--- src/rtl/dtd_pkg.sv ---
// Shared widths, constants, types and the month offset table of the date-time difference unit.
package dtd_pkg;

    // Field widths of the ports
    localparam int YEAR_W   = 14;
    localparam int MONTH_W  = 4;
    localparam int DAY_W    = 5;
    localparam int HOUR_W   = 5;
    localparam int MIN_W    = 6;
    localparam int SEC_W    = 6;
    localparam int HOURS_W  = 27;

    // Largest year accepted as valid
    localparam int MAX_YEAR = 9999;

    // Internal widths
    localparam int Q_W      = YEAR_W - 6;   // quotient of a year count by 100
    localparam int CENT_R_W = 7;            // remainder of a year count by 100
    localparam int DAYS_W   = 22;           // day count since year 1
    localparam int MOFF_W   = 9;            // day offset within one year
    localparam int MLEN_W   = 5;            // month length
    localparam int MS_W     = 12;           // minute and second part of an hour
    localparam int DMS_W    = MS_W + 2;     // signed difference of two such parts
    localparam int DH_W     = HOURS_W + 1;  // signed difference of two hour counts

    // Calendar constants
    localparam int CENTURY      = 100;
    localparam int DAYS_IN_YEAR = 365;
    localparam int HOURS_IN_DAY = 24;
    localparam int SEC_PER_MIN  = 60;
    localparam int SEC_PER_HOUR = 3600;
    localparam int MAX_HOUR     = 23;
    localparam int MAX_MINUTE   = 59;
    localparam int MAX_SECOND   = 59;
    localparam int LAST_MONTH   = 12;
    localparam int FEBRUARY     = 2;
    localparam int APRIL        = 4;
    localparam int JUNE         = 6;
    localparam int SEPTEMBER    = 9;
    localparam int NOVEMBER     = 11;

    // Reciprocal multipliers: x / 100 for x below 2**14, x / 60 for x below 3600
    localparam int DIV100_MUL   = 5243;
    localparam int DIV100_MUL_W = 13;
    localparam int DIV100_SH    = 19;
    localparam int DIV60_MUL    = 2185;
    localparam int DIV60_MUL_W  = 12;
    localparam int DIV60_SH     = 17;

    // Stage enables of the per-date conversion pipeline
    typedef struct packed {
        logic s1;
        logic s2;
        logic s3;
    } pipe_en_t;

    // Result of converting one date-time
    typedef struct packed {
        logic [HOURS_W-1:0] hours;
        logic [MS_W-1:0]    ms;
        logic               bad;
    } conv_out_t;

    // Days in the common year before the first of a month (1 to 12)
    function automatic logic [MOFF_W-1:0] days_before_month(input logic [MONTH_W-1:0] month);
        logic [MOFF_W-1:0] d;
        unique case (month)
            4'd1:    d = 9'd0;
            4'd2:    d = 9'd31;
            4'd3:    d = 9'd59;
            4'd4:    d = 9'd90;
            4'd5:    d = 9'd120;
            4'd6:    d = 9'd151;
            4'd7:    d = 9'd181;
            4'd8:    d = 9'd212;
            4'd9:    d = 9'd243;
            4'd10:   d = 9'd273;
            4'd11:   d = 9'd304;
            4'd12:   d = 9'd334;
            default: d = 9'd0;
        endcase
        return d;
    endfunction

endpackage

--- src/rtl/datetime_difference_unit.sv ---
// Top level of the date-time difference unit: input register, two converters, difference, split.
//
// Usage: present two Gregorian date-times (year, month, day, hour, minute,
// second) on the input channel with in_valid; a transfer happens when in_valid
// and in_ready are both high. Each transfer yields exactly one result on the
// output channel: the absolute difference as whole hours (not wrapped at 24),
// minutes and seconds, and invalid when any field of either date-time is out
// of range. The result values are computed even when invalid is set.
// An input transfer reaches out_valid through the input register, three
// conversion stages, the difference stage and the output register.
// Throughput: one item per cycle while out_ready is high, set by the six
// pipeline registers, each of which takes a new item whenever it is empty or
// its successor takes its item.
// Stall: when out_ready is low the output register holds its result and the
// stages behind it keep filling until each holds an item; in_ready then falls.
// Reset: clears every stage valid bit; with every stage empty, the block
// accepts an item once reset is released.
module datetime_difference_unit
    import dtd_pkg::*;
(
    input  logic               clk,
    input  logic               rst_n,
    input  logic               in_valid,
    output logic               in_ready,
    input  logic [YEAR_W-1:0]  a_year,
    input  logic [MONTH_W-1:0] a_month,
    input  logic [DAY_W-1:0]   a_day,
    input  logic [HOUR_W-1:0]  a_hour,
    input  logic [MIN_W-1:0]   a_minute,
    input  logic [SEC_W-1:0]   a_second,
    input  logic [YEAR_W-1:0]  b_year,
    input  logic [MONTH_W-1:0] b_month,
    input  logic [DAY_W-1:0]   b_day,
    input  logic [HOUR_W-1:0]  b_hour,
    input  logic [MIN_W-1:0]   b_minute,
    input  logic [SEC_W-1:0]   b_second,
    output logic               out_valid,
    input  logic               out_ready,
    output logic [HOURS_W-1:0] diff_hours,
    output logic [MIN_W-1:0]   diff_minutes,
    output logic [SEC_W-1:0]   diff_seconds,
    output logic               invalid
);

    localparam int STAGES  = 6;
    localparam int MPROD_W = MS_W + DIV60_MUL_W;

    // Stage valid bits and load enables; stage 0 is the input register
    logic [STAGES-1:0] vld_reg, vld_next;
    logic [STAGES-1:0] ld;
    pipe_en_t          conv_en;

    // Input register
    logic [YEAR_W-1:0]  a_year_reg,   b_year_reg;
    logic [MONTH_W-1:0] a_month_reg,  b_month_reg;
    logic [DAY_W-1:0]   a_day_reg,    b_day_reg;
    logic [HOUR_W-1:0]  a_hour_reg,   b_hour_reg;
    logic [MIN_W-1:0]   a_minute_reg, b_minute_reg;
    logic [SEC_W-1:0]   a_second_reg, b_second_reg;

    // Converter results
    conv_out_t res_a, res_b;

    // Difference stage
    logic signed [DH_W-1:0]  dh, dh_adj;
    logic signed [DMS_W-1:0] dms, dms_adj;
    logic [MS_W-1:0]         ms_adj;
    logic                    neg;
    logic [HOURS_W-1:0]      hrs_s4_reg, hrs_s4_next;
    logic [MS_W-1:0]         rem_s4_reg, rem_s4_next;
    logic                    bad_s4_reg, bad_s4_next;

    // Split stage
    logic [MPROD_W-1:0] min_prod;
    logic [MIN_W-1:0]   min_next;
    logic [MS_W-1:0]    sec_full;
    logic [HOURS_W-1:0] hrs_out_reg;
    logic [MIN_W-1:0]   min_out_reg;
    logic [SEC_W-1:0]   sec_out_reg;
    logic               bad_out_reg;

    // Load a stage when it is empty or its item moves on
    always_comb
    begin
        ld[STAGES-1] = !vld_reg[STAGES-1] || out_ready;
        for (int i = STAGES - 2; i >= 0; i--)
        begin
            ld[i] = !vld_reg[i] || ld[i+1];
        end
    end

    always_comb
    begin
        vld_next[0] = ld[0] ? in_valid : vld_reg[0];
        for (int i = 1; i < STAGES; i++)
        begin
            vld_next[i] = ld[i] ? vld_reg[i-1] : vld_reg[i];
        end
    end

    always_ff @(posedge clk or negedge rst_n)
    begin
        if (!rst_n)
        begin
            vld_reg <= '0;
        end
        else
        begin
            vld_reg <= vld_next;
        end
    end

    assign in_ready   = ld[0];
    assign out_valid  = vld_reg[STAGES-1];
    assign conv_en.s1 = ld[1];
    assign conv_en.s2 = ld[2];
    assign conv_en.s3 = ld[3];

    // Capture the input transfer
    always_ff @(posedge clk)
    begin
        if (ld[0])
        begin
            a_year_reg   <= a_year;
            a_month_reg  <= a_month;
            a_day_reg    <= a_day;
            a_hour_reg   <= a_hour;
            a_minute_reg <= a_minute;
            a_second_reg <= a_second;
            b_year_reg   <= b_year;
            b_month_reg  <= b_month;
            b_day_reg    <= b_day;
            b_hour_reg   <= b_hour;
            b_minute_reg <= b_minute;
            b_second_reg <= b_second;
        end
    end

    dtd_conv u_conv_a (
        .clk    (clk),
        .en     (conv_en),
        .year   (a_year_reg),
        .month  (a_month_reg),
        .day    (a_day_reg),
        .hour   (a_hour_reg),
        .minute (a_minute_reg),
        .second (a_second_reg),
        .res    (res_a)
    );

    dtd_conv u_conv_b (
        .clk    (clk),
        .en     (conv_en),
        .year   (b_year_reg),
        .month  (b_month_reg),
        .day    (b_day_reg),
        .hour   (b_hour_reg),
        .minute (b_minute_reg),
        .second (b_second_reg),
        .res    (res_b)
    );

    // Subtract, bring the seconds part into 0..3599 by moving whole hours
    assign dh  = $signed({1'b0, res_a.hours}) - $signed({1'b0, res_b.hours});
    assign dms = $signed(DMS_W'(res_a.ms)) - $signed(DMS_W'(res_b.ms));

    always_comb
    begin
        priority if (dms >= $signed(DMS_W'(SEC_PER_HOUR)))
        begin
            dms_adj = dms - $signed(DMS_W'(SEC_PER_HOUR));
            dh_adj  = dh + $signed(DH_W'(1));
        end
        else if (dms >= $signed(DMS_W'(0)))
        begin
            dms_adj = dms;
            dh_adj  = dh;
        end
        else if (dms >= -$signed(DMS_W'(SEC_PER_HOUR)))
        begin
            dms_adj = dms + $signed(DMS_W'(SEC_PER_HOUR));
            dh_adj  = dh - $signed(DH_W'(1));
        end
        else
        begin
            dms_adj = dms + $signed(DMS_W'(2 * SEC_PER_HOUR));
            dh_adj  = dh - $signed(DH_W'(2));
        end
    end

    // Take the magnitude: a negative count borrows one hour unless the part is zero
    assign ms_adj = dms_adj[MS_W-1:0];
    assign neg    = dh_adj[DH_W-1];

    always_comb
    begin
        if (!neg)
        begin
            hrs_s4_next = dh_adj[HOURS_W-1:0];
            rem_s4_next = ms_adj;
        end
        else if (ms_adj == '0)
        begin
            hrs_s4_next = HOURS_W'(-dh_adj);
            rem_s4_next = '0;
        end
        else
        begin
            hrs_s4_next = HOURS_W'(~dh_adj);
            rem_s4_next = MS_W'(SEC_PER_HOUR) - ms_adj;
        end
    end

    assign bad_s4_next = res_a.bad | res_b.bad;

    always_ff @(posedge clk)
    begin
        if (ld[4])
        begin
            hrs_s4_reg <= hrs_s4_next;
            rem_s4_reg <= rem_s4_next;
            bad_s4_reg <= bad_s4_next;
        end
    end

    // Split the seconds within the hour into minutes and seconds
    assign min_prod = MPROD_W'(rem_s4_reg) * MPROD_W'(DIV60_MUL);
    assign min_next = min_prod[DIV60_SH +: MIN_W];
    assign sec_full = rem_s4_reg - MS_W'(min_next) * MS_W'(SEC_PER_MIN);

    always_ff @(posedge clk)
    begin
        if (ld[5])
        begin
            hrs_out_reg <= hrs_s4_reg;
            min_out_reg <= min_next;
            sec_out_reg <= sec_full[SEC_W-1:0];
            bad_out_reg <= bad_s4_reg;
        end
    end

    assign diff_hours   = hrs_out_reg;
    assign diff_minutes = min_out_reg;
    assign diff_seconds = sec_out_reg;
    assign invalid      = bad_out_reg;

endmodule

--- src/rtl/dtd_conv.sv ---
// Three-stage conversion of one date-time into hours since year 1 and seconds within the hour.
module dtd_conv
    import dtd_pkg::*;
(
    input  logic               clk,
    input  pipe_en_t           en,
    input  logic [YEAR_W-1:0]  year,
    input  logic [MONTH_W-1:0] month,
    input  logic [DAY_W-1:0]   day,
    input  logic [HOUR_W-1:0]  hour,
    input  logic [MIN_W-1:0]   minute,
    input  logic [SEC_W-1:0]   second,
    output conv_out_t          res
);

    localparam int PROD_W = YEAR_W + DIV100_MUL_W;

    // Stage 1 signals
    logic [YEAR_W-1:0]  y_cl;
    logic [MONTH_W-1:0] mo_cl;
    logic               bad1;
    logic [PROD_W-1:0]  q_prod;

    logic [YEAR_W-1:0]  n_s1_reg,     n_s1_next;
    logic [Q_W-1:0]     q_s1_reg,     q_s1_next;
    logic [MONTH_W-1:0] mo_s1_reg;
    logic [DAY_W-1:0]   day_s1_reg;
    logic [HOUR_W-1:0]  hour_s1_reg;
    logic [MS_W-1:0]    ms_s1_reg,    ms_s1_next;
    logic               bad_s1_reg;

    // Stage 2 signals
    logic [YEAR_W-1:0]   r_full;
    logic [CENT_R_W-1:0] r_cent;
    logic                cent_end;
    logic [1:0]          y_lo;
    logic [1:0]          qy_lo;
    logic                leap;
    logic [MLEN_W-1:0]   mlen;
    logic                day_bad;

    logic [DAYS_W-1:0]  base_s2_reg,  base_s2_next;
    logic [MOFF_W-1:0]  moff_s2_reg,  moff_s2_next;
    logic [HOUR_W-1:0]  hour_s2_reg;
    logic [MS_W-1:0]    ms_s2_reg;
    logic               bad_s2_reg,   bad_s2_next;

    // Stage 3 signals
    logic [DAYS_W-1:0]  days;
    conv_out_t          res_reg,      res_next;

    // Clamp year and month, check the time of day, divide the year count by 100
    always_comb
    begin
        bad1  = 1'b0;
        y_cl  = year;
        mo_cl = month;
        if (year == '0)
        begin
            y_cl = YEAR_W'(1);
            bad1 = 1'b1;
        end
        else if (32'(year) > MAX_YEAR)
        begin
            y_cl = YEAR_W'(MAX_YEAR);
            bad1 = 1'b1;
        end
        if (month == '0)
        begin
            mo_cl = MONTH_W'(1);
            bad1  = 1'b1;
        end
        else if (month > MONTH_W'(LAST_MONTH))
        begin
            mo_cl = MONTH_W'(LAST_MONTH);
            bad1  = 1'b1;
        end
        if (hour > HOUR_W'(MAX_HOUR) || minute > MIN_W'(MAX_MINUTE)
            || second > SEC_W'(MAX_SECOND))
        begin
            bad1 = 1'b1;
        end
    end

    assign n_s1_next  = y_cl - YEAR_W'(1);
    assign q_prod     = PROD_W'(n_s1_next) * PROD_W'(DIV100_MUL);
    assign q_s1_next  = q_prod[DIV100_SH +: Q_W];
    assign ms_s1_next = MS_W'(minute) * MS_W'(SEC_PER_MIN) + MS_W'(second);

    always_ff @(posedge clk)
    begin
        if (en.s1)
        begin
            n_s1_reg    <= n_s1_next;
            q_s1_reg    <= q_s1_next;
            mo_s1_reg   <= mo_cl;
            day_s1_reg  <= day;
            hour_s1_reg <= hour;
            ms_s1_reg   <= ms_s1_next;
            bad_s1_reg  <= bad1;
        end
    end

    // Leap rule: year = count + 1, a century year when the count ends in 99
    assign r_full   = n_s1_reg - YEAR_W'(YEAR_W'(q_s1_reg) * YEAR_W'(CENTURY));
    assign r_cent   = r_full[CENT_R_W-1:0];
    assign cent_end = (r_cent == CENT_R_W'(CENTURY - 1));
    assign y_lo     = n_s1_reg[1:0] + 2'd1;
    assign qy_lo    = q_s1_reg[1:0] + 2'd1;
    assign leap     = cent_end ? (qy_lo == 2'd0) : (y_lo == 2'd0);

    // Length of the month for the day check
    always_comb
    begin
        if (mo_s1_reg == MONTH_W'(APRIL) || mo_s1_reg == MONTH_W'(JUNE)
            || mo_s1_reg == MONTH_W'(SEPTEMBER) || mo_s1_reg == MONTH_W'(NOVEMBER))
        begin
            mlen = MLEN_W'(30);
        end
        else if (mo_s1_reg == MONTH_W'(FEBRUARY))
        begin
            mlen = leap ? MLEN_W'(29) : MLEN_W'(28);
        end
        else
        begin
            mlen = MLEN_W'(31);
        end
    end

    assign day_bad = (day_s1_reg == '0) || (MLEN_W'(day_s1_reg) > mlen);

    // Days of the whole years before, and the offset within the year
    assign base_s2_next = DAYS_W'(n_s1_reg) * DAYS_W'(DAYS_IN_YEAR)
                        + DAYS_W'(n_s1_reg >> 2)
                        - DAYS_W'(q_s1_reg)
                        + DAYS_W'(q_s1_reg >> 2);
    assign moff_s2_next = days_before_month(mo_s1_reg)
                        + MOFF_W'(leap && (mo_s1_reg > MONTH_W'(FEBRUARY)))
                        + MOFF_W'(day_s1_reg);
    assign bad_s2_next  = bad_s1_reg | day_bad;

    always_ff @(posedge clk)
    begin
        if (en.s2)
        begin
            base_s2_reg <= base_s2_next;
            moff_s2_reg <= moff_s2_next;
            hour_s2_reg <= hour_s1_reg;
            ms_s2_reg   <= ms_s1_reg;
            bad_s2_reg  <= bad_s2_next;
        end
    end

    // Total hours since year 1
    assign days           = base_s2_reg + DAYS_W'(moff_s2_reg);
    assign res_next.hours = HOURS_W'(days) * HOURS_W'(HOURS_IN_DAY) + HOURS_W'(hour_s2_reg);
    assign res_next.ms    = ms_s2_reg;
    assign res_next.bad   = bad_s2_reg;

    always_ff @(posedge clk)
    begin
        if (en.s3)
        begin
            res_reg <= res_next;
        end
    end

    assign res = res_reg;

endmodule
--- config.mk ---
export PLATFORM = sky130hd
export DESIGN_NAME = datetime_difference_unit
export DESIGN_NICKNAME = d
export VERILOG_FILES = /design/src/rtl/dtd_pkg.sv /design/src/rtl/datetime_difference_unit.sv /design/src/rtl/dtd_conv.sv
export SDC_FILE = /design/constraint.sdc
export NUM_CORES = 2
export LEC_CHECK = 0
export ABC_AREA = 1
export BUFFER_PORTS_ARGS = -buffer_cell sky130_fd_sc_hd__buf_2
export CAP_MARGIN = 0
export CORE_MARGIN = 8
export CORE_UTILIZATION = 35
export DETAILED_ROUTE_END_ITERATION = 8
export SYNTH_ARGS = -nofsm -noshare
export SYNTH_HDL_FRONTEND = slang
export SYNTH_HIERARCHICAL = 1
export SYNTH_SLANG_ARGS = --single-unit
--- constraint.sdc ---
create_clock -name clk -period 12.5 [get_ports clk]
set_clock_uncertainty 0.1 [all_clocks]
set_input_delay 1.25 -clock clk [delete_from_list [all_inputs] [get_ports clk]]
set_output_delay 1.25 -clock clk [all_outputs]
set_load 0.02 [all_outputs]
==> qor.yml <==
status: "complete, no violations"
met3_length_um: 3040
setup.worst_path.class: "flip-flop to flip-flop"
hold_violations: 0
wl_met1_um: 45200
relSlewSlack_pct: 29.7
syn_area_per_cell_um2: 8.70
ant_nets: 0
ys_warn_count: 6
wl_per_cell_um: 14.0
drive_gt1_share_pct: 8.00
rsz0062_at_grt: "false"
synth_xor_area_share_pct: 5.08
syn_nets: 6267
gr-usage-all-layers_pct: 14.0
max_clock_freq_ghz: 0.133
multi_input_area_mm2: 0.0280
antenna_found_initial: 7
wl_met2_um: 50300
ys_ff_latch: 442
io_pins: 126
critical_path_required_ns: 12.79
synthesis.area_mm2: 0.0456
vias: 33288
area_delta_synth_final_pct: 9.69
nets: 6431
end_kind: "flip-flop"
ctsHoldBuffers: 0
seq_area_mm2: 0.0132
viasPerCell: 4.63
cts_root_buffer: "clkbuf_16"
die_w_um: 377
grt_max_degree: 71
synth_top_family_by_area: "adder cells"
core_area_mm2: 0.129
fillers: 13070
initial_core_util_pct: 35.2
synth_flop_cell: "edfxtp_1"
numCtsBuffers: 52
grt_pass1_vias: 33027
fp.dieH_um: 377
htreeDepth: 2
cts_max_path_buffers: 3
worstPathMaxFanout: 17
clk_pin_slew_ns: 0.07
post_cts_resized: 0
crit_path_top_delay_cell: "xor2_1"
postCtsSetupBuffers: 0
min_path_type: "flip-flop to flip-flop"
drt-pass1-iter-count: 6
gp_congestion: 0.904
grt_overflow: 0
place.port_buffers: 125
yosys.cell_types.count: 62
synth-edff-count: 436
numClockSinks: 442
synthAdderAreaFrac_pct: 31.0
maxSlewViolCount: 0
crit_path_start_kind: "flip-flop"
synth-simple-area-share_pct: 19.9
cts_tree: "yes"
insertion_delay_ns: 0.65
drt-initial-drc-count: 1642
tns_ns: 0
die_area_mm2: 0.142
muxShareOfSynthArea_pct: 0
cpMostUsedCell: "nor2_1"
max_cap_violations: 0
grt_pass1_wl_um: 165000
synth-async-reset-ratio_pct: 1.36
setup_viol: 0
whs_ns: 0.309
antenna_cells: 0
synth_compound_area_share_pct: 5.35
yosysSeqAreaShare_pct: 29.0
dp_hpwl_um: 85700
rows: 132
syn_inst: 5243
top_layer_used: "met5"
slowest_delay_ns: 0.85
finalCritPeriodShare_pct: 60.1
worst_pin_slew_ns: 1.05
routed_wl_um: 101000
drc: 0
min_period_ns: 7.52
arrival_ns: 7.80
## kinds of logic (layout without fill, tap and decap cells)
group | after synthesis | count (layout)
simple gates | 2020 | 2020
xor+xnor | 258 | 258
buf+inv | 1150 | 1357
flops | 442 | 442
compound gates | 433 | 433
fa+ha+maj | 940 | 940
## cell usage in the layout, fill, tap and decap left out, types with 88 or more instances in the layout
master    count
inv_1      1080
nand2_1    1065
ha_1        622
edfxtp_1    436
fa_1        318
nor2_1      317
nand3_1     290
a21oi_1     209
xor2_1      163
buf_2       125
o21ai_0     101
xnor2_1      89
nand4_1      88
## Yosys cell counts, types with 6 or more instances
| cell type | instances | area (um2) |
|---|---|---|
| inv_1 | 1084 | 4070 |
| nand2_1 | 1066 | 4000 |
| ha_1 | 622 | 7780 |
| edfxtp_1 | 436 | 13100 |
| fa_1 | 318 | 6370 |
| nor2_1 | 317 | 1190 |
| nand3_1 | 290 | 1450 |
| a21oi_1 | 209 | 1050 |
| xor2_1 | 163 | 1430 |
| o21ai_0 | 101 | 505 |
| xnor2_1 | 89 | 780 |
| nand4_1 | 88 | 551 |
| nand2_2 | 53 | 332 |
| nor3_1 | 50 | 250 |
| nor2_2 | 42 | 263 |
| inv_2 | 40 | 150 |
| nand3b_1 | 23 | 173 |
| nand3_2 | 19 | 190 |
| nor2_4 | 19 | 214 |
| a31oi_1 | 16 | 100 |
| o21ai_1 | 16 | 80.1 |
| o21bai_1 | 16 | 120 |
| a21o_1 | 14 | 105 |
| nor4_1 | 14 | 87.6 |
| and2_1 | 8 | 50.1 |
| buf_2 | 8 | 40.0 |
| nand2_4 | 8 | 90.1 |
| o211ai_1 | 8 | 60.1 |
| o22ai_1 | 8 | 50.1 |
| o31ai_1 | 8 | 60.1 |
| a211oi_1 | 6 | 45.0 |
| a21oi_2 | 6 | 52.6 |
| buf_6 | 6 | 67.6 |
| dfrtp_1 | 6 | 150 |
## final timing paths
| check | from | to | slack, ns | cells after the start |
|---|---|---|---|---|
| worst max register to register | b_year_reg[6] | u_conv_b/q_s1_reg[5] | 4.98 | 31 |
| worst min register to register | u_conv_a/ms_s1_reg[8] | u_conv_a/ms_s2_reg[8] | 0.31 | 0 |
| max in group asynchronous | rst_n | vld_reg[2] | 11.82 | 1 |
| worst max-delay path | b_year_reg[6] | u_conv_b/q_s1_reg[5] | 4.98 | 31 |
| worst min-delay path | u_conv_a/ms_s1_reg[8] | u_conv_a/ms_s2_reg[8] | 0.31 | 0 |
| min in group asynchronous | rst_n | vld_reg[5] | 0.34 | 1 |
## per-stage QoR
step / std cells / area [um2] / worst slack [ns] / utilization [%]
floorplan: 5243 / 45600 / 2.20 / -
global placement: 7095 / 48300 / 5.17 / 37.3
detailed placement: 7095 / 48300 / 5.07 / 37.3
CTS: 7192 / 50000 / 5.02 / 38.6
global route: 7192 / 50000 / 4.44 / 38.6
finish: 7192 / 50000 / 4.98 / 38.6
## cell type report
| cell class | instances | area share, % |
|---|---|---|
| flip-flops and latches | 442 | 26.5 |
| inverters | 1127 | 8.48 |
| clock inverters | 34 | 0.685 |
| multi-input cells | 3651 | 55.9 |
| repair buffers | 133 | 1.37 |
| clock buffers | 63 | 2.70 |
| well taps | 1742 | 4.36 |
## routing by layer
metal	track usage (%)	vias up
met5	0	-
met3	1.60	137
li1	-	17172
met1	17.7	15536
met4	3.53	2
met2	25.3	441
## critical path: cells and delay by family, from the launching register on
kind	cells	cell delay (ns)
AO/OA/AOI/OAI	2	0.43
XOR/XNOR	2	0.97
AND/OR/NAND/NOR	14	1.97
adder cells (fa/ha/maj)	7	2.96
flip-flops	1	0.42
buffers and inverters	6	0.39
Power is left out: the tool's default activity adds up to more than one toggle a clock period on the data nets, which glitch-free logic cannot reach.
